$ cat src/design/euler_dcm_dead_reckoning_step_macros.svh
// ----------------------------------------------------------------------------
// Assertion macros for the Euler DCM dead-reckoning block
// Concurrent checks clocked on clk_i and held off while rst_ni is low.
// ----------------------------------------------------------------------------
`ifndef EULER_DCM_DEAD_RECKONING_STEP_MACROS_SVH
`define EULER_DCM_DEAD_RECKONING_STEP_MACROS_SVH

`ifndef SYNTH
// Same-cycle implication.
`define EDR_ASSERT_IMPL(lbl, ante, cons) \
  lbl: assert property (@(posedge clk_i) disable iff (!rst_ni) (ante) |-> (cons)) \
    else $error("EDR check failed");
// Next-cycle implication.
`define EDR_ASSERT_NEXT(lbl, ante, cons) \
  lbl: assert property (@(posedge clk_i) disable iff (!rst_ni) (ante) |=> (cons)) \
    else $error("EDR check failed");
`else
`define EDR_ASSERT_IMPL(lbl, ante, cons)
`define EDR_ASSERT_NEXT(lbl, ante, cons)
`endif

`endif

$ cat src/design/edr_pkg.sv
// ----------------------------------------------------------------------------
// edr_pkg
// Types, constants and table helpers shared by the dead-reckoning block.
// ----------------------------------------------------------------------------
package edr_pkg;

  // Table size default and fixed-point constants.
  localparam int unsigned SineEntriesDef = 1024;
  localparam longint unsigned PiHalfQ30 = 64'd1686629713;
  localparam longint unsigned InvTwoPiQ32 = 64'd683565276;
  localparam logic [15:0] StepTimeReset = 16'd6554;

  // Field widths.
  localparam int unsigned AngW  = 16;
  localparam int unsigned AcclW = 16;
  localparam int unsigned DtW   = 16;
  localparam int unsigned SinW  = 17;
  localparam int unsigned TrigW = 18;
  localparam int unsigned MatW  = 19;
  localparam int unsigned VelW  = 32;
  localparam int unsigned PosW  = 48;

  typedef logic signed [TrigW-1:0] trig_t;
  typedef logic signed [MatW-1:0]  mat_t;
  typedef mat_t [2:0]              mat_row_t;
  typedef logic signed [VelW-1:0]  vel_t;
  typedef vel_t [2:0]              vel_vec_t;
  typedef logic signed [PosW-1:0]  pos_t;

  // Sine and cosine of one angle.
  typedef struct packed {
    trig_t sin_val;
    trig_t cos_val;
  } sincos_t;

  typedef struct packed {
    logic signed [AngW-1:0]  roll_angle;
    logic signed [AngW-1:0]  pitch_angle;
    logic signed [AngW-1:0]  yaw_angle;
    logic signed [AcclW-1:0] accel_x;
    logic signed [AcclW-1:0] accel_y;
    logic signed [AcclW-1:0] accel_z;
  } in_beat_t;

  typedef struct packed {
    vel_t earth_vel_x;
    vel_t earth_vel_y;
    vel_t earth_vel_z;
    pos_t pos_x;
    pos_t pos_y;
    pos_t pos_z;
  } out_beat_t;

  typedef enum logic [2:0] {
    ST_IDLE,
    ST_TRIG,
    ST_DCM,
    ST_ROWS,
    ST_DONE
  } edr_state_e;

  // Quarter-wave sine entry in Q16 from a Q30 phase, Taylor series to x^15.
  // Only evaluated at elaboration to build the table.
  function automatic logic [SinW-1:0] quarter_sine(input longint unsigned x);
    longint unsigned x2;
    longint unsigned term;
    longint          sum;
    longint          r;
    x2   = (x * x) >> 30;
    term = x;
    sum  = longint'(x);
    for (int i = 1; i <= 7; i++) begin
      term = ((term * x2) >> 30) / 64'((2 * i) * (2 * i + 1));
      if (i[0]) begin
        sum = sum - longint'(term);
      end else begin
        sum = sum + longint'(term);
      end
    end
    if (sum < 0) begin
      sum = 0;
    end
    r = (sum + 64'sd8192) >>> 14;
    if (r > 64'sd65536) begin
      r = 64'sd65536;
    end
    return SinW'(r);
  endfunction

endpackage

$ cat src/design/edr_row_lane.sv
// ----------------------------------------------------------------------------
// edr_row_lane
// One earth axis: dot product of a matrix row with the body velocity, then
// the saturated earth velocity and the position accumulator of that axis.
// ----------------------------------------------------------------------------
module edr_row_lane (
  input  logic                         clk_i,
  input  logic                         rst_ni,
  input  logic                         start_i,
  input  edr_pkg::mat_row_t            row_i,
  input  edr_pkg::vel_vec_t            vel_i,
  input  logic [edr_pkg::DtW-1:0]      dt_i,
  output logic                         done_o,
  output edr_pkg::vel_t                ev_o,
  output edr_pkg::pos_t                pos_o
);
  import edr_pkg::*;

  localparam int unsigned MulW = MatW + VelW;
  localparam int unsigned AccW = MulW + 2;
  localparam int unsigned PmW  = VelW + DtW + 1;
  localparam logic signed [AccW-1:0] AccHalf = AccW'(32768);
  localparam logic signed [PmW-1:0]  PmHalf  = PmW'(32768);
  localparam vel_t VelMax = vel_t'({1'b0, {(VelW-1){1'b1}}});
  localparam vel_t VelMin = vel_t'({1'b1, {(VelW-1){1'b0}}});
  localparam pos_t PosMax = pos_t'({1'b0, {(PosW-1){1'b1}}});
  localparam pos_t PosMin = pos_t'({1'b1, {(PosW-1){1'b0}}});

  // Sequence steps.
  localparam logic [2:0] StepTerm0 = 3'd0;
  localparam logic [2:0] StepTerm1 = 3'd1;
  localparam logic [2:0] StepTerm2 = 3'd2;
  localparam logic [2:0] StepRound = 3'd3;
  localparam logic [2:0] StepPos   = 3'd4;

  logic                   busy_q;
  logic                   done_q;
  logic [2:0]             cnt_q;
  logic signed [AccW-1:0] acc_q;
  vel_t                   ev_q;
  pos_t                   pos_q;

  mat_t                   op_m;
  vel_t                   op_v;
  logic signed [MulW-1:0] mul_c;
  logic signed [AccW-1:0] evr_c;
  logic [AccW-VelW:0]     ev_hi;
  vel_t                   ev_sat_c;
  logic signed [PmW-1:0]  pmul_c;
  logic signed [PmW-1:0]  prnd_c;
  logic signed [PosW+1:0] psum_c;
  logic [2:0]             pos_hi;
  pos_t                   pos_sat_c;

  // Term of the dot product for this step.
  always_comb begin
    unique case (cnt_q)
      StepTerm0: begin op_m = row_i[0]; op_v = vel_i[0]; end
      StepTerm1: begin op_m = row_i[1]; op_v = vel_i[1]; end
      StepTerm2: begin op_m = row_i[2]; op_v = vel_i[2]; end
      default:   begin op_m = '0;       op_v = '0;       end
    endcase
    mul_c = $signed(op_m) * $signed(op_v);
  end

  // Earth velocity: round and saturate the dot product.
  always_comb begin
    evr_c = (acc_q + AccHalf) >>> 16;
    ev_hi = evr_c[AccW-1:VelW-1];
    if ((&ev_hi) || !(|ev_hi)) begin
      ev_sat_c = evr_c[VelW-1:0];
    end else if (evr_c[AccW-1]) begin
      ev_sat_c = VelMin;
    end else begin
      ev_sat_c = VelMax;
    end
  end

  // Position step: earth velocity times step time, saturated sum.
  always_comb begin
    pmul_c = ev_q * $signed({1'b0, dt_i});
    prnd_c = (pmul_c + PmHalf) >>> 16;
    psum_c = (PosW + 2)'(pos_q) + (PosW + 2)'(prnd_c);
    pos_hi = psum_c[PosW+1:PosW-1];
    if ((&pos_hi) || !(|pos_hi)) begin
      pos_sat_c = psum_c[PosW-1:0];
    end else if (psum_c[PosW+1]) begin
      pos_sat_c = PosMin;
    end else begin
      pos_sat_c = PosMax;
    end
  end

  // Sequencer and position state.
  always_ff @(posedge clk_i or negedge rst_ni) begin
    if (!rst_ni) begin
      busy_q <= 1'b0;
      done_q <= 1'b0;
      cnt_q  <= StepTerm0;
      pos_q  <= '0;
    end else begin
      done_q <= 1'b0;
      if (start_i) begin
        busy_q <= 1'b1;
        cnt_q  <= StepTerm0;
      end else if (busy_q) begin
        cnt_q <= cnt_q + 3'd1;
        if (cnt_q == StepPos) begin
          pos_q  <= pos_sat_c;
          busy_q <= 1'b0;
          done_q <= 1'b1;
        end
      end
    end
  end

  // Accumulator and earth velocity.
  always_ff @(posedge clk_i) begin
    if (start_i) begin
      acc_q <= '0;
    end else if (busy_q) begin
      if (cnt_q == StepRound) begin
        ev_q <= ev_sat_c;
      end else if (cnt_q != StepPos) begin
        acc_q <= acc_q + AccW'(mul_c);
      end
    end
  end

  assign done_o = done_q;
  assign ev_o   = ev_q;
  assign pos_o  = pos_q;

endmodule

$ cat config.mk
export PLATFORM = sky130hd
export DESIGN_NAME = edr_row_lane
export DESIGN_NICKNAME = d
export VERILOG_FILES = /design/src/design/euler_dcm_dead_reckoning_step_macros.svh /design/src/design/edr_pkg.sv /design/src/design/edr_row_lane.sv
export SDC_FILE = /design/constraint.sdc
export NUM_CORES = 2
export LEC_CHECK = 0
export ABC_AREA = 1
export BUFFER_PORTS_ARGS = -buffer_cell sky130_fd_sc_hd__buf_2
export CAP_MARGIN = 10
export CORE_MARGIN = 8
export CORE_UTILIZATION = 47
export CTS_CLUSTER_SIZE = 10
export DETAILED_ROUTE_END_ITERATION = 10
export SKIP_LAST_GASP = 1
export SLEW_MARGIN = 20
export SYNTH_ARGS = -nofsm -noshare
export SYNTH_HDL_FRONTEND = slang
export SYNTH_SLANG_ARGS = --single-unit
export TNS_END_PERCENT = 20
$ cat constraint.sdc
create_clock -name clk_i -period 10.45 [get_ports clk_i]
set_input_delay 1.5675 -clock clk_i [delete_from_list [all_inputs] [get_ports clk_i]]
set_output_delay 1.5675 -clock clk_i [all_outputs]
set_load 0.02 [all_outputs]
==> out/summary.log <==
qor: outcome.status finished clean
qor: clock_network.ctsHoldBuffers 0
qor: hold_path.worstHoldStart acc_q[4]$_SDFFE_PP0P_
qor: global_routing.antenna_found_initial 1
qor: drt.first_iter_violations 2831
qor: worst_setup_path.setup.worst_path.class primary input to flip-flop
qor: timing.timing_worst_slew_pin_value 1.183 ns
qor: clock_network.clock_latency 0.50 ns
qor: timing.period_minus_slack 9.530 ns
qor: yosys.syn-num-nets 9259
qor: yosys.synth.avg_cell_area 7.294 µm²
qor: timing.finalHoldWorstSlack 0.4975 ns
qor: floorplan.boundaryPins 253
qor: clock_network.cts_sinks 138
qor: worst_setup_path.rr_endpoint pos_o[38]$_DFFE_PN0P_
qor: yosys.postSynthCellCount 7583
qor: timing.setup_viol 0
qor: global_routing.grtUsageTotal 26.93%
qor: timing.pins_over_their_slew_limit 0
qor: global_routing.grt_start_max_net_pins 55
qor: clock_network.postCtsSetupRepairBufs 0
qor: worst_setup_path.regToRegStartpoint ev_o[31]$_DFFE_PP_
qor: yosys.yosys_register_bits 138
qor: clock_network.cts.reportedPaths.clkPinSlew 0.07 ns
qor: yosys.ys_seq_area_share 6.053%
qor: place.gpl.final_weighted_congestion 0.9822
qor: clock_network.max-clock-path-buffers 2
qor: clock_network.post_cts.resized_instances 0
qor: place.placement.io_buffers 252
qor: hold_path.hold_path.class flip-flop to flip-flop
qor: global_routing.grt-ovfl-total 0
qor: layout.final_instance_area 58890 µm²
qor: layout.nNetsFinal 9372
qor: floorplan.dieWidth 359.1 µm
qor: timing.unrepaired_setup_endpoints_after_global_routing false
qor: drt.route.detailed.drc 0
qor: yosys.yosysWarnings 0
qor: hold_path.holdPathEnd acc_q[4]$_SDFFE_PP0P_
qor: drt.final_antenna_net_count 0
qor: place.hpwl 147.1 mm
qor: flow_run.max-cap-violations 0
qor: global_routing.number_of_global_route_vias_before_repair 50659
qor: worst_setup_path.critPathMostFrequentCell nand2_1
qor: yosys.post_synth_instance_area 55310 µm²
qor: drt.avgViaCountPerCell 4.988
qor: hold_path.timing.hold.worst_path_depth 2
qor: clock_network.cts_max_level 4
qor: drt.drtPass1Iterations 6
qor: clock_network.cts-root-buf clkbuf_16
qor: layout.flow.area_growth_from_synthesis 6.463%
qor: yosys.synth.top_cells.by_area fa_1 42%, inv_1 16%, nand2_1 14%
qor: timing.max_freq 104.9 MHz
qor: floorplan.placeableCoreArea 117500 µm²
qor: worst_setup_path.critical_path.endpoint_type flip-flop
qor: worst_setup_path.reg2reg_slack 1.35 ns
qor: timing.post-route-worst-setup-slack 0.9199 ns
qor: yosys.yosys.cell_types.count 46
qor: worst_setup_path.crit_arrival 9.89 ns
qor: clock_network.cts_buffers 17
qor: yosys.synth_top_area_share 41.62%
qor: floorplan.initial_utilization 47.09%
qor: timing.setup-tns-final 0 ns
qor: drt.postRouteWirelength 170.4 mm
qor: yosys.synthDominantAreaCellType fa_1
qor: floorplan.std_cell_rows 126
qor: clock_network.cts_tree built
qor: layout.final_layout_size_suffix_gt1_share 5.383%
qor: place.pre_cts_slack 0.4877 ns
qor: floorplan.dieHeight 359.1 µm
qor: worst_setup_path.rr_worst_depth 32
qor: timing.relSlewSlack 21.15%
qor: drt.detail_route.wl_per_cell 18.43 µm
qor: timing.final-hold-violation-count 0
qor: worst_setup_path.critical_path.slowest_cell fa_1
qor: timing.period_share 91.20%
qor: drt.vias 46127
qor: timing.finalClockSkew 0.02435 ns
qor: global_routing.first_pass_grt_wire_length 277.6 mm
qor: worst_setup_path.worst_path_largest_cell_delay 0.56 ns
qor: worst_setup_path.worstSetupStartpointType primary input
qor: place.placed_cell_area 58210 µm²
qor: layout.filler_cell_count 11786
qor: floorplan.floorplan.die_area 128900 µm²
qor: worst_setup_path.timing.critical_path.fanout_max 46
qor: worst_setup_path.worst-endpoint-required 10.81 ns
## flip-flops by register name, indices dropped and copies added (netlist names)
name,count
acc_q,53
done_o,1
ev_o,32
pos_o,48
busy_q,1
cnt_q,3
## worst max-delay path, delay by kind of cell
family | cells | cell delay, ns
xor gates and xnor gates | 1 | 0.08
AOI/OAI and AO/OA | 3 | 0.60
buffers and inverters | 11 | 1.80
and+or+nand+nor | 16 | 2.22
adders and majority gates | 8 | 3.56
## Yosys cell counts (all sizes together)
library cell and count:
ha 354, nor2 428, a31oi 11, fa 1150, or2 2, nor3b 1, and2 2, nand3b 5
o221ai 2, o21bai 30, nand4 38, dfrtp 53, a21boi 6, and3 3, o211ai 4, a21oi 263
buf 39, edfxtp 32, xnor2 31, a32o 13, a211oi 2, o22ai 1, xor2 101, dfxtp 53
nand2 2036, clkinv 18, o21ai 131, inv 2295, a21o 14, a22o 4, clkbuf 210, nor4b 1
o21a 11, nor3 53, nor4 9, o31ai 2, nand3 175
## logic make-up (layout without fill, tap and decap cells)
family	Yosys count	count (layout)	share of synthesized area, %
compound gates	494	494	5.049
xor+xnor	132	132	2.090
fa+ha+maj	1504	1504	49.63
buf+inv	2562	2688	17.58
flops	138	138	6.053
other cells	0	2	0
simple gates	2753	2753	19.60
## placed cells by master, fill, tap and decap left out, types with 4 or more instances in the layout
master | netlist | final
inv_1 | 2295 | 2295
nand2_1 | 2027 | 2027
fa_1 | 1150 | 1150
nor2_1 | 424 | 419
ha_1 | 354 | 354
a21oi_1 | 253 | 253
buf_2 | 21 | 252
nand3_1 | 175 | 169
o21ai_0 | 131 | 131
xor2_1 | 101 | 101
buf_4 | 7 | 86
dfxtp_1 | 53 | 53
dfrtp_1 | 53 | 53
nor3_1 | 49 | 49
nand4_1 | 38 | 38
edfxtp_1 | 32 | 32
xnor2_1 | 31 | 31
o21bai_1 | 30 | 30
clkinv_1 | 18 | 18
clkbuf_16 | 0 | 17
a21o_1 | 14 | 14
a32o_1 | 13 | 13
a31oi_1 | 11 | 11
o21a_1 | 11 | 11
a21oi_2 | 9 | 9
nor4_1 | 9 | 9
nand2_2 | 9 | 9
clkinv_8 | 0 | 7
nand3_2 | 0 | 6
a21boi_0 | 6 | 6
nand3b_1 | 5 | 5
nor2_2 | 4 | 5
inv_8 | 0 | 5
nor2_4 | 0 | 4
a22o_1 | 4 | 4
o211ai_1 | 4 | 4
## how the worst max path moves through the flow
stage	start	depth (start not counted)	endpoint	slack, ns
floorplan	dt_i[3]	33	pos_o[24]$_DFFE_PN0P_	1.29
global placement	dt_i[5]	35	pos_o[42]$_DFFE_PN0P_	0.54
detailed placement	dt_i[5]	32	pos_o[38]$_DFFE_PN0P_	0.49
CTS	dt_i[5]	35	pos_o[38]$_DFFE_PN0P_	1.03
global route	dt_i[2]	33	pos_o[38]$_DFFE_PN0P_	0.33
finish	dt_i[4]	39	pos_o[38]$_DFFE_PN0P_	0.92
## layer usage
metal | up-vias | wire (µm) | share of wire, % | global-route usage, %
li1 | 21814 | - | - | -
met1 | 22789 | 71900 | 42 | 33.63
met2 | 1267 | 85260 | 50 | 48.48
met3 | 257 | 7575 | 4.4 | 3.014
met4 | 0 | 5711 | 3.4 | 8.802
met5 | - | 0 | 0 | 0
## final cells by class
cell class                      instances  area, µm²  share of cell area (%)
Sequential cell                       138       3348                   5.686
Timing Repair Buffer                  343       1997                   3.391
Antenna cell                            2      5.005                0.008499
Tap cell                             1536       1922                   3.264
Clock inverter                         15      196.4                  0.3336
Clock buffer                           17      425.4                  0.7224
Multi-Input combinational cell       4883      42310                   71.85
Inverter                             2313       8682                   14.74
## metrics by stage
stage,util (%),instances
2_1_floorplan,-,7583
3_3_place_gp,49.56,9211
3_5_place_dp,49.56,9211
4_1_cts,50.09,9243
5_1_grt,50.13,9245
6_report,50.14,9247
Power is left out: the tool's default activity adds up to more than one toggle a clock period on the data nets, which glitch-free logic cannot reach.
