### config.mk
export PLATFORM = sky130hd
export DESIGN_NAME = edr_dcm
export DESIGN_NICKNAME = d
export VERILOG_FILES = /design/src/design/euler_dcm_dead_reckoning_step_macros.svh /design/src/design/edr_pkg.sv /design/src/design/edr_dcm.sv
export SDC_FILE = /design/constraint.sdc
export NUM_CORES = 1
export LEC_CHECK = 0
export BUFFER_PORTS_ARGS = -buffer_cell sky130_fd_sc_hd__buf_2
export CAP_MARGIN = 15
export CORE_UTILIZATION = 40
export CTS_CLUSTER_DIAMETER = 50
export DETAILED_ROUTE_END_ITERATION = 16
export SYNTH_ARGS = -nofsm -noshare
export SYNTH_HDL_FRONTEND = slang
export SYNTH_SLANG_ARGS = --single-unit
### constraint.sdc
create_clock -name clk_i -period 15.5 [get_ports clk_i]
set_input_delay 3.1 -clock clk_i [delete_from_list [all_inputs] [get_ports clk_i]]
set_output_delay 3.1 -clock clk_i [all_outputs]
set_load 0.05 [all_outputs]
### src/design/euler_dcm_dead_reckoning_step_macros.svh
// ----------------------------------------------------------------------------
// Assertion macros for the Euler DCM dead-reckoning block
// Concurrent checks clocked on clk_i and held off while rst_ni is low.
// ----------------------------------------------------------------------------
`ifndef EULER_DCM_DEAD_RECKONING_STEP_MACROS_SVH
`define EULER_DCM_DEAD_RECKONING_STEP_MACROS_SVH

`ifndef SYNTH
// Same-cycle implication.
`define EDR_ASSERT_IMPL(lbl, ante, cons) \
  lbl: assert property (@(posedge clk_i) disable iff (!rst_ni) (ante) |-> (cons)) \
    else $error("EDR check failed");
// Next-cycle implication.
`define EDR_ASSERT_NEXT(lbl, ante, cons) \
  lbl: assert property (@(posedge clk_i) disable iff (!rst_ni) (ante) |=> (cons)) \
    else $error("EDR check failed");
`else
`define EDR_ASSERT_IMPL(lbl, ante, cons)
`define EDR_ASSERT_NEXT(lbl, ante, cons)
`endif

`endif

### src/design/edr_pkg.sv
// ----------------------------------------------------------------------------
// edr_pkg
// Types, constants and table helpers shared by the dead-reckoning block.
// ----------------------------------------------------------------------------
package edr_pkg;

  // Table size default and fixed-point constants.
  localparam int unsigned SineEntriesDef = 1024;
  localparam longint unsigned PiHalfQ30 = 64'd1686629713;
  localparam longint unsigned InvTwoPiQ32 = 64'd683565276;
  localparam logic [15:0] StepTimeReset = 16'd6554;

  // Field widths.
  localparam int unsigned AngW  = 16;
  localparam int unsigned AcclW = 16;
  localparam int unsigned DtW   = 16;
  localparam int unsigned SinW  = 17;
  localparam int unsigned TrigW = 18;
  localparam int unsigned MatW  = 19;
  localparam int unsigned VelW  = 32;
  localparam int unsigned PosW  = 48;

  typedef logic signed [TrigW-1:0] trig_t;
  typedef logic signed [MatW-1:0]  mat_t;
  typedef mat_t [2:0]              mat_row_t;
  typedef logic signed [VelW-1:0]  vel_t;
  typedef vel_t [2:0]              vel_vec_t;
  typedef logic signed [PosW-1:0]  pos_t;

  // Sine and cosine of one angle.
  typedef struct packed {
    trig_t sin_val;
    trig_t cos_val;
  } sincos_t;

  typedef struct packed {
    logic signed [AngW-1:0]  roll_angle;
    logic signed [AngW-1:0]  pitch_angle;
    logic signed [AngW-1:0]  yaw_angle;
    logic signed [AcclW-1:0] accel_x;
    logic signed [AcclW-1:0] accel_y;
    logic signed [AcclW-1:0] accel_z;
  } in_beat_t;

  typedef struct packed {
    vel_t earth_vel_x;
    vel_t earth_vel_y;
    vel_t earth_vel_z;
    pos_t pos_x;
    pos_t pos_y;
    pos_t pos_z;
  } out_beat_t;

  typedef enum logic [2:0] {
    ST_IDLE,
    ST_TRIG,
    ST_DCM,
    ST_ROWS,
    ST_DONE
  } edr_state_e;

  // Quarter-wave sine entry in Q16 from a Q30 phase, Taylor series to x^15.
  // Only evaluated at elaboration to build the table.
  function automatic logic [SinW-1:0] quarter_sine(input longint unsigned x);
    longint unsigned x2;
    longint unsigned term;
    longint          sum;
    longint          r;
    x2   = (x * x) >> 30;
    term = x;
    sum  = longint'(x);
    for (int i = 1; i <= 7; i++) begin
      term = ((term * x2) >> 30) / 64'((2 * i) * (2 * i + 1));
      if (i[0]) begin
        sum = sum - longint'(term);
      end else begin
        sum = sum + longint'(term);
      end
    end
    if (sum < 0) begin
      sum = 0;
    end
    r = (sum + 64'sd8192) >>> 14;
    if (r > 64'sd65536) begin
      r = 64'sd65536;
    end
    return SinW'(r);
  endfunction

endpackage

### src/design/edr_dcm.sv
// ----------------------------------------------------------------------------
// edr_dcm
// Merges the three angle lanes into the direction cosine matrix. The fourteen
// Q16 products go through one shared multiplier, one per cycle, and a final
// step forms the sums and differences.
// ----------------------------------------------------------------------------
module edr_dcm (
  input  logic                   clk_i,
  input  logic                   rst_ni,
  input  logic                   start_i,
  input  edr_pkg::sincos_t [2:0] sc_i,
  output logic                   done_o,
  output edr_pkg::mat_row_t [2:0] mat_o
);
  import edr_pkg::*;

  localparam int unsigned NumProd = 14;
  localparam int unsigned StW     = $clog2(NumProd + 1);
  localparam int unsigned IdxW    = $clog2(NumProd);
  localparam int unsigned MulW    = 2 * TrigW;
  localparam logic signed [MulW-1:0] MulHalf = MulW'(32768);

  trig_t s1, c1, s2, c2, s3, c3;

  logic             busy_q;
  logic             done_q;
  logic [StW-1:0]   step_q;
  trig_t            prod_q [NumProd];
  mat_t             m01_q, m02_q, m11_q, m12_q;

  trig_t                  op_a;
  trig_t                  op_b;
  logic signed [MulW-1:0] mul_c;
  trig_t                  prod_c;

  always_comb begin
    s1 = sc_i[0].sin_val;
    c1 = sc_i[0].cos_val;
    s2 = sc_i[1].sin_val;
    c2 = sc_i[1].cos_val;
    s3 = sc_i[2].sin_val;
    c3 = sc_i[2].cos_val;
  end

  // Operand selection for each product of the sequence.
  always_comb begin
    unique case (step_q)
      4'd0:    begin op_a = s1;        op_b = s2; end
      4'd1:    begin op_a = c1;        op_b = s2; end
      4'd2:    begin op_a = c2;        op_b = c3; end
      4'd3:    begin op_a = prod_q[0]; op_b = c3; end
      4'd4:    begin op_a = c1;        op_b = s3; end
      4'd5:    begin op_a = prod_q[1]; op_b = c3; end
      4'd6:    begin op_a = s1;        op_b = s3; end
      4'd7:    begin op_a = c2;        op_b = s3; end
      4'd8:    begin op_a = prod_q[0]; op_b = s3; end
      4'd9:    begin op_a = c1;        op_b = c3; end
      4'd10:   begin op_a = prod_q[1]; op_b = s3; end
      4'd11:   begin op_a = s1;        op_b = c3; end
      4'd12:   begin op_a = s1;        op_b = c2; end
      4'd13:   begin op_a = c1;        op_b = c2; end
      default: begin op_a = '0;        op_b = '0; end
    endcase
    mul_c  = op_a * op_b;
    prod_c = trig_t'((mul_c + MulHalf) >>> 16);
  end

  // Step control.
  always_ff @(posedge clk_i or negedge rst_ni) begin
    if (!rst_ni) begin
      busy_q <= 1'b0;
      done_q <= 1'b0;
      step_q <= '0;
    end else begin
      done_q <= 1'b0;
      if (start_i) begin
        busy_q <= 1'b1;
        step_q <= '0;
      end else if (busy_q) begin
        step_q <= step_q + StW'(1);
        if (step_q == StW'(NumProd)) begin
          busy_q <= 1'b0;
          done_q <= 1'b1;
        end
      end
    end
  end

  // Products, then the combined entries on the last step.
  always_ff @(posedge clk_i) begin
    if (busy_q) begin
      if (step_q < StW'(NumProd)) begin
        prod_q[step_q[IdxW-1:0]] <= prod_c;
      end else begin
        m01_q <= mat_t'(prod_q[3])  - mat_t'(prod_q[4]);
        m02_q <= mat_t'(prod_q[5])  + mat_t'(prod_q[6]);
        m11_q <= mat_t'(prod_q[8])  + mat_t'(prod_q[9]);
        m12_q <= mat_t'(prod_q[10]) - mat_t'(prod_q[11]);
      end
    end
  end

  always_comb begin
    mat_o[0][0] = mat_t'(prod_q[2]);
    mat_o[0][1] = m01_q;
    mat_o[0][2] = m02_q;
    mat_o[1][0] = mat_t'(prod_q[7]);
    mat_o[1][1] = m11_q;
    mat_o[1][2] = m12_q;
    mat_o[2][0] = -mat_t'(s2);
    mat_o[2][1] = mat_t'(prod_q[12]);
    mat_o[2][2] = mat_t'(prod_q[13]);
  end

  assign done_o = done_q;

endmodule

==> flow_summary.yaml, run 1 <==
outcome:
  status: "completed"
route:
  avgRoutedWirePerCell_um: 22.5
  wl_um: 78700
  num_vias: 18600
  ant_nets: 0
  via_per_inst: 5.32
  drc_errors: 0
  drt_iter0_drc: 1422
  first_pass_iters: 7
sta:
  tightest_slew_ps: 1360
  max-slew-margin-rel_pct: 9.40
  rsz0062_at_grt: "false"
  setup_viol: 0
  drv_slew: 0
  hold_ws_ps: 543
  final.min_clock_period_ps: 10810
  fmax_mhz: 92.5
  finalClockSkew_ps: 27.5
  hold_viol: 0
  period_share_pct: 69.8
  finalSetupTns_ps: 0
placement:
  gp_congestion: 0.960
  hpwl_um: 61600
  port_buffers: 282
synthesis:
  synth_cells: 2314
  synthFlopType: "edfxtp_1"
  yosysMostFrequentCell: "inv_1"
  yosysWarnings: 0
  synth_fp_nets: 2904
  ys_async_sr_fraction_pct: 1.80
  synth_cell_types: 64
  seq_area_frac_synth_pct: 38.9
  synth.top_cells.by_count: "inv_1, edfxtp_1, fa_1, nor2_1, nand2_1"
  postSynthAreaPerCell_um2: 11.1
  synth-edff-count: 328
  synth_area_leaders: "edfxtp_1, fa_1, ha_1"
  netlist.top_cell.by_area: "edfxtp_1"
  synth_top_area_share_pct: 38.3
  syn-cell-area_um2: 25700
  ys_ff_latch: 334
floorplanning:
  die_h_um: 256
  die_w_um: 256
  die_area_um2: 65300
  coreArea_um2: 63300
  start_util_pct: 40.6
  rows: 92
  io_pins: 283
critical_path:
  cp_slowest_cell: "xnor2_2"
  max_stage_delay_ps: 800
  path_class: "primary input to flip-flop"
  cpMostUsedCell: "fa_1"
  critPathLaunchType: "primary input"
  critPathMaxFanout: 14
  worstPathRequired_ps: 15720
  endpoint_kind: "flip-flop"
  cp_top_family: "adder cells"
  worst-endpoint-arrival_ps: 11040
  crit_buf_inv: 6
cells_and_area:
  fin_nets: 3207
  multi_input_area_um2: 13900
  fillers: 5842
  area.sequential_um2: 10000
  drive_gt1_share_pct: 16.5
  area_growth_pct: 16.1
  final_util_pct: 47.2
clocking:
  tritoncts: "yes"
  cts-root-buf: "clkbuf_16"
  cts_setup_buffers: 0
  clkLatencyLatePin_ps: 590
  clock-sinks: 334
  numCtsBuffers: 43
  htreeDepth: 2
  clkTransAtPathRegs_ps: 60
  cts_resized: 0
  clock_path_buffers: 3
  ctsHoldBuffers: 0
global_route:
  grt_overflow: 0
  grt_pass1_vias: 19000
  antenna_found_initial: 8
  track_usage_pct: 23.9
  grt_max_degree: 45
  grt_pass1_wl_um: 116000
worst_hold_path:
  hp-class: "flip-flop to flip-flop"
job:
  max_cap_violations: 0
per-stage QoR:
stage               setup WS [ps]  std cells  instance area (µm²)
detailed placement           4180       3417                28500
global route                 4470       3495                29900
finish                       4690       3499                29900
global placement             4300       3417                28500
CTS                          4750       3494                29900
floorplan                    5360       2314                25700
state kept, by name, summed over array words and instances, names as in the netlist:
register and count:
m11_q 19, step_q 4, prod_q 252, m12_q 19
m01_q 19, done_o 1, m02_q 19, busy_q 1
per-layer routing:
metal	GRT usage, %	share of wire (%)
met1	32.0	41
met5	0	0.034
met2	38.1	46
met3	5.52	9.5
met4	8.32	3.4
path summary, 6_finish.rpt:
kind | start | endpoint | slack (ps) | depth (start not counted)
hold / removal | prod_q[8][0]$_DFFE_PP_ | m11_q[0]$_DFFE_PP_ | 540 | 1
max in group asynchronous | rst_ni | step_q[1]$_DFFE_PN0P_ | 12990 | 1
setup / recovery | sc_i[57] | prod_q[10][17]$_DFFE_PP_ | 4690 | 28
min in group asynchronous | rst_ni | step_q[0]$_DFFE_PN0P_ | 2340 | 1
hold reg to reg | prod_q[8][0]$_DFFE_PP_ | m11_q[0]$_DFFE_PP_ | 540 | 1
setup reg to reg | step_q[1]$_DFFE_PN0P_ | prod_q[10][17]$_DFFE_PP_ | 5490 | 29
placed cells by master (no fill, tap or decap), types with 10 or more instances in the layout:
cell type and instances:
clkbuf_16 43, a22o_1 17, nor2b_1 15, o21ai_0 40, nand2b_1 16, edfxtp_1 328, a21boi_0 11, buf_4 46
and3_1 12, inv_1 463, o21a_1 15, nor3_1 24, ha_1 160, nand4_1 14, a22oi_1 24, and4_1 11
a21oi_1 38, buf_2 282, fa_1 319, xnor2_1 58, inv_6 10, a221o_1 15, nand3_1 18, xor2_1 21
a221oi_1 13, nor2_1 244, nand2_1 229, a21o_1 17
cell families (layout without fill, tap and decap cells):
kind of cell | after synthesis | in the layout | synth area share [%]
xor+xnor | 92 | 92 | 3.13
other cells | 0 | 4 | 0
mux | 8 | 8 | 0.316
buf+inv | 534 | 869 | 7.91
compound gates | 243 | 243 | 6.70
fa+ha+maj | 479 | 479 | 32.6
simple gates | 624 | 624 | 10.5
flops | 334 | 334 | 38.9
worst register-to-register path: cells and delay by family, from the launching register on:
| kind | cells | cell delay, ps |
|---|---|---|
| adders and majority gates | 8 | 3700 |
| buffers and inverters | 5 | 660 |
| and+or+nand+nor | 4 | 1300 |
| DFF | 1 | 470 |
| AOI/OAI and AO/OA | 11 | 2710 |
| xor gates and xnor gates | 1 | 800 |
layout make-up:
class | count | area share, %
multi-input combinational | 1446 | 46.5
sequential | 334 | 33.5
timing repair buffer | 329 | 5.92
inverter | 463 | 5.82
clock buffer | 51 | 3.74
tap | 846 | 3.54
clock inverter | 26 | 0.942
antenna | 4 | 0.0335
Power of run 1 is left out: the tool's default activity adds up to more than one toggle a clock period on the data nets, which glitch-free logic cannot reach.
==> inputs of run 2 (changes only) <==
==> constraint.sdc (replaced) <==
create_clock -name clk_i -period 9.4 [get_ports clk_i]
set_input_delay 1.88 -clock clk_i [delete_from_list [all_inputs] [get_ports clk_i]]
set_output_delay 1.88 -clock clk_i [all_outputs]
set_load 0.05 [all_outputs]
==> run 2 against run 1 <==
Flip-flop and latch count unchanged. Sequential share of layout area shrank 1.2 points. Wire length rose by 2.6%. Hold slack better by 2.3 ps. Setup slack got worse by 4400 ps. Non-clock buffer count increased by 94. Clock skew up 11 ps. Critical path depth unchanged. Global-route usage grew 0.91 points. Final cell count rose by 2.8%. Register-to-register slack worse by 5200 ps. Largest cell class unchanged.
==> flow_summary.yaml, run 2 (same netlist as run 1, synthesis figures left out) <==
worst_hold_path:
  min_to: "m02_q[0]$_DFFE_PP_"
  min_from: "prod_q[5][0]$_DFFE_PP_"
  min_path_cells: 1
  hp-class: "flip-flop to flip-flop"
sta:
  period_share_pct: 96.9
  fmax_mhz: 110
  drv_slew: 0
  setup_viol: 0
  hold_ws_ps: 545
  rsz0062_at_grt: "false"
  final.min_clock_period_ps: 9110
  hold_viol: 0
  max-slew-margin-rel_pct: 30.5
  tightest_slew_ps: 1040
  finalClockSkew_ps: 38.2
cells_and_area:
  final_common_cell: "inv_1"
  largest_reg_flops: 252
  area.sequential_um2: 10000
  layout_common_cells: "inv_1, edfxtp_1, fa_1"
  fillers: 5774
  drive_gt1_share_pct: 19.7
  multi_input_area_um2: 13900
  area_growth_pct: 20.5
  fin_nets: 3304
  antenna-diode-count: 0
  final_util_pct: 49.0
clocking:
  cts-root-buf: "clkbuf_16"
  htreeDepth: 2
  clock_path_buffers: 3
  clkTransAtPathRegs_ps: 60
  tritoncts: "yes"
  clkLatencyLatePin_ps: 600
  clock-sinks: 334
  cts_setup_buffers: 0
  cts_resized: 0
  ctsHoldBuffers: 0
  numCtsBuffers: 46
critical_path:
  worst-endpoint-arrival_ps: 9350
  cp_slowest_cell: "xnor2_2"
  r2r_end: "prod_q[9][14]$_DFFE_PP_"
  cpMostUsedCell: "fa_1"
  endpoint_kind: "flip-flop"
  path_class: "flip-flop to flip-flop"
  critPathLaunchType: "flip-flop"
  reg2regPathDepth: 28
  crit_buf_inv: 7
  rr_startpoint: "step_q[1]$_DFFE_PN0P_"
  r2r_slack_ps: 290
  cp_top_family: "adder cells"
  max_stage_delay_ps: 740
  critPathMaxFanout: 17
  worstPathRequired_ps: 9640
floorplanning:
  io_pins: 283
  coreArea_um2: 63300
  start_util_pct: 40.6
  die_h_um: 256
  die_w_um: 256
  rows: 92
  die_area_um2: 65300
outcome:
  status: "completed"
global_route:
  grt_max_degree: 77
  grt_overflow: 0
  grt_pass1_vias: 19600
  grt_pass1_wl_um: 120000
  antenna_found_initial: 4
  track_usage_pct: 24.8
route:
  ant_nets: 0
  num_vias: 18700
  drt_iter0_drc: 1440
  wl_um: 80800
  avgRoutedWirePerCell_um: 22.4
  first_pass_iters: 7
  drc_errors: 0
  via_per_inst: 5.20
placement:
  port_buffers: 282
  hpwl_um: 65000
  gp_congestion: 1.01
job:
  max_cap_violations: 0
[run 2: changes by cell type in the layout (fill, tap and decap cells not counted), moves of 2 or more]
cell / before / now
clkinvlp_4: 3 / 5
clkbuf_16: 43 / 47
clkbuf_1: 7 / 4
clkinv_1: 2 / 5
inv_6: 10 / 5
inv_8: 3 / 7
clkinv_2: 3 / 1
bufinv_16: 2 / 6
buf_4: 46 / 127
buf_12: 0 / 13
diode_2: 4 / 0
[run 2: layout make-up]
type,count,share of cell area (%)
clock buffers,53,3.93
clock inverters,33,1.39
inverters,463,5.61
multi-input cells,1446,44.9
flip-flops and latches,334,32.3
well taps,846,3.42
repair buffers,423,8.52
[run 2: metrics by stage]
step	setup slack [ps]	instances	setup TNS, ps	area (µm²)
floorplan	478	2314	0	25700
finish	291	3598	0	31000
global route	10.2	3598	0	31000
detailed placement	-121	3511	-6480	29300
CTS	77.4	3597	0	30900
global placement	-26.4	3511	-323	29300
[run 2: layer usage]
layer  vias up  part of all wire, %  track usage (%)
li1       8318                    -                -
met1      9359                   41             32.8
met2       847                   46             39.2
met3       164                  9.5             6.31
met4         4                  3.9             9.41
met5         -                0.030                0
[run 2: how the worst max path moves through the flow]
stage | end | from | slack (ps) | depth (start not counted)
detailed placement | prod_q[7][13]$_DFFE_PP_ | sc_i[57] | -120 | 27
CTS | prod_q[0][17]$_DFFE_PP_ | step_q[1]$_DFFE_PN0P_ | 80 | 30
finish | prod_q[9][14]$_DFFE_PP_ | step_q[1]$_DFFE_PN0P_ | 290 | 28
floorplan | prod_q[0][17]$_DFFE_PP_ | sc_i[61] | 480 | 26
global route | prod_q[0][17]$_DFFE_PP_ | step_q[1]$_DFFE_PN0P_ | 10 | 30
global placement | prod_q[7][12]$_DFFE_PP_ | sc_i[57] | -30 | 28
Power of run 2 is left out for the same reason.
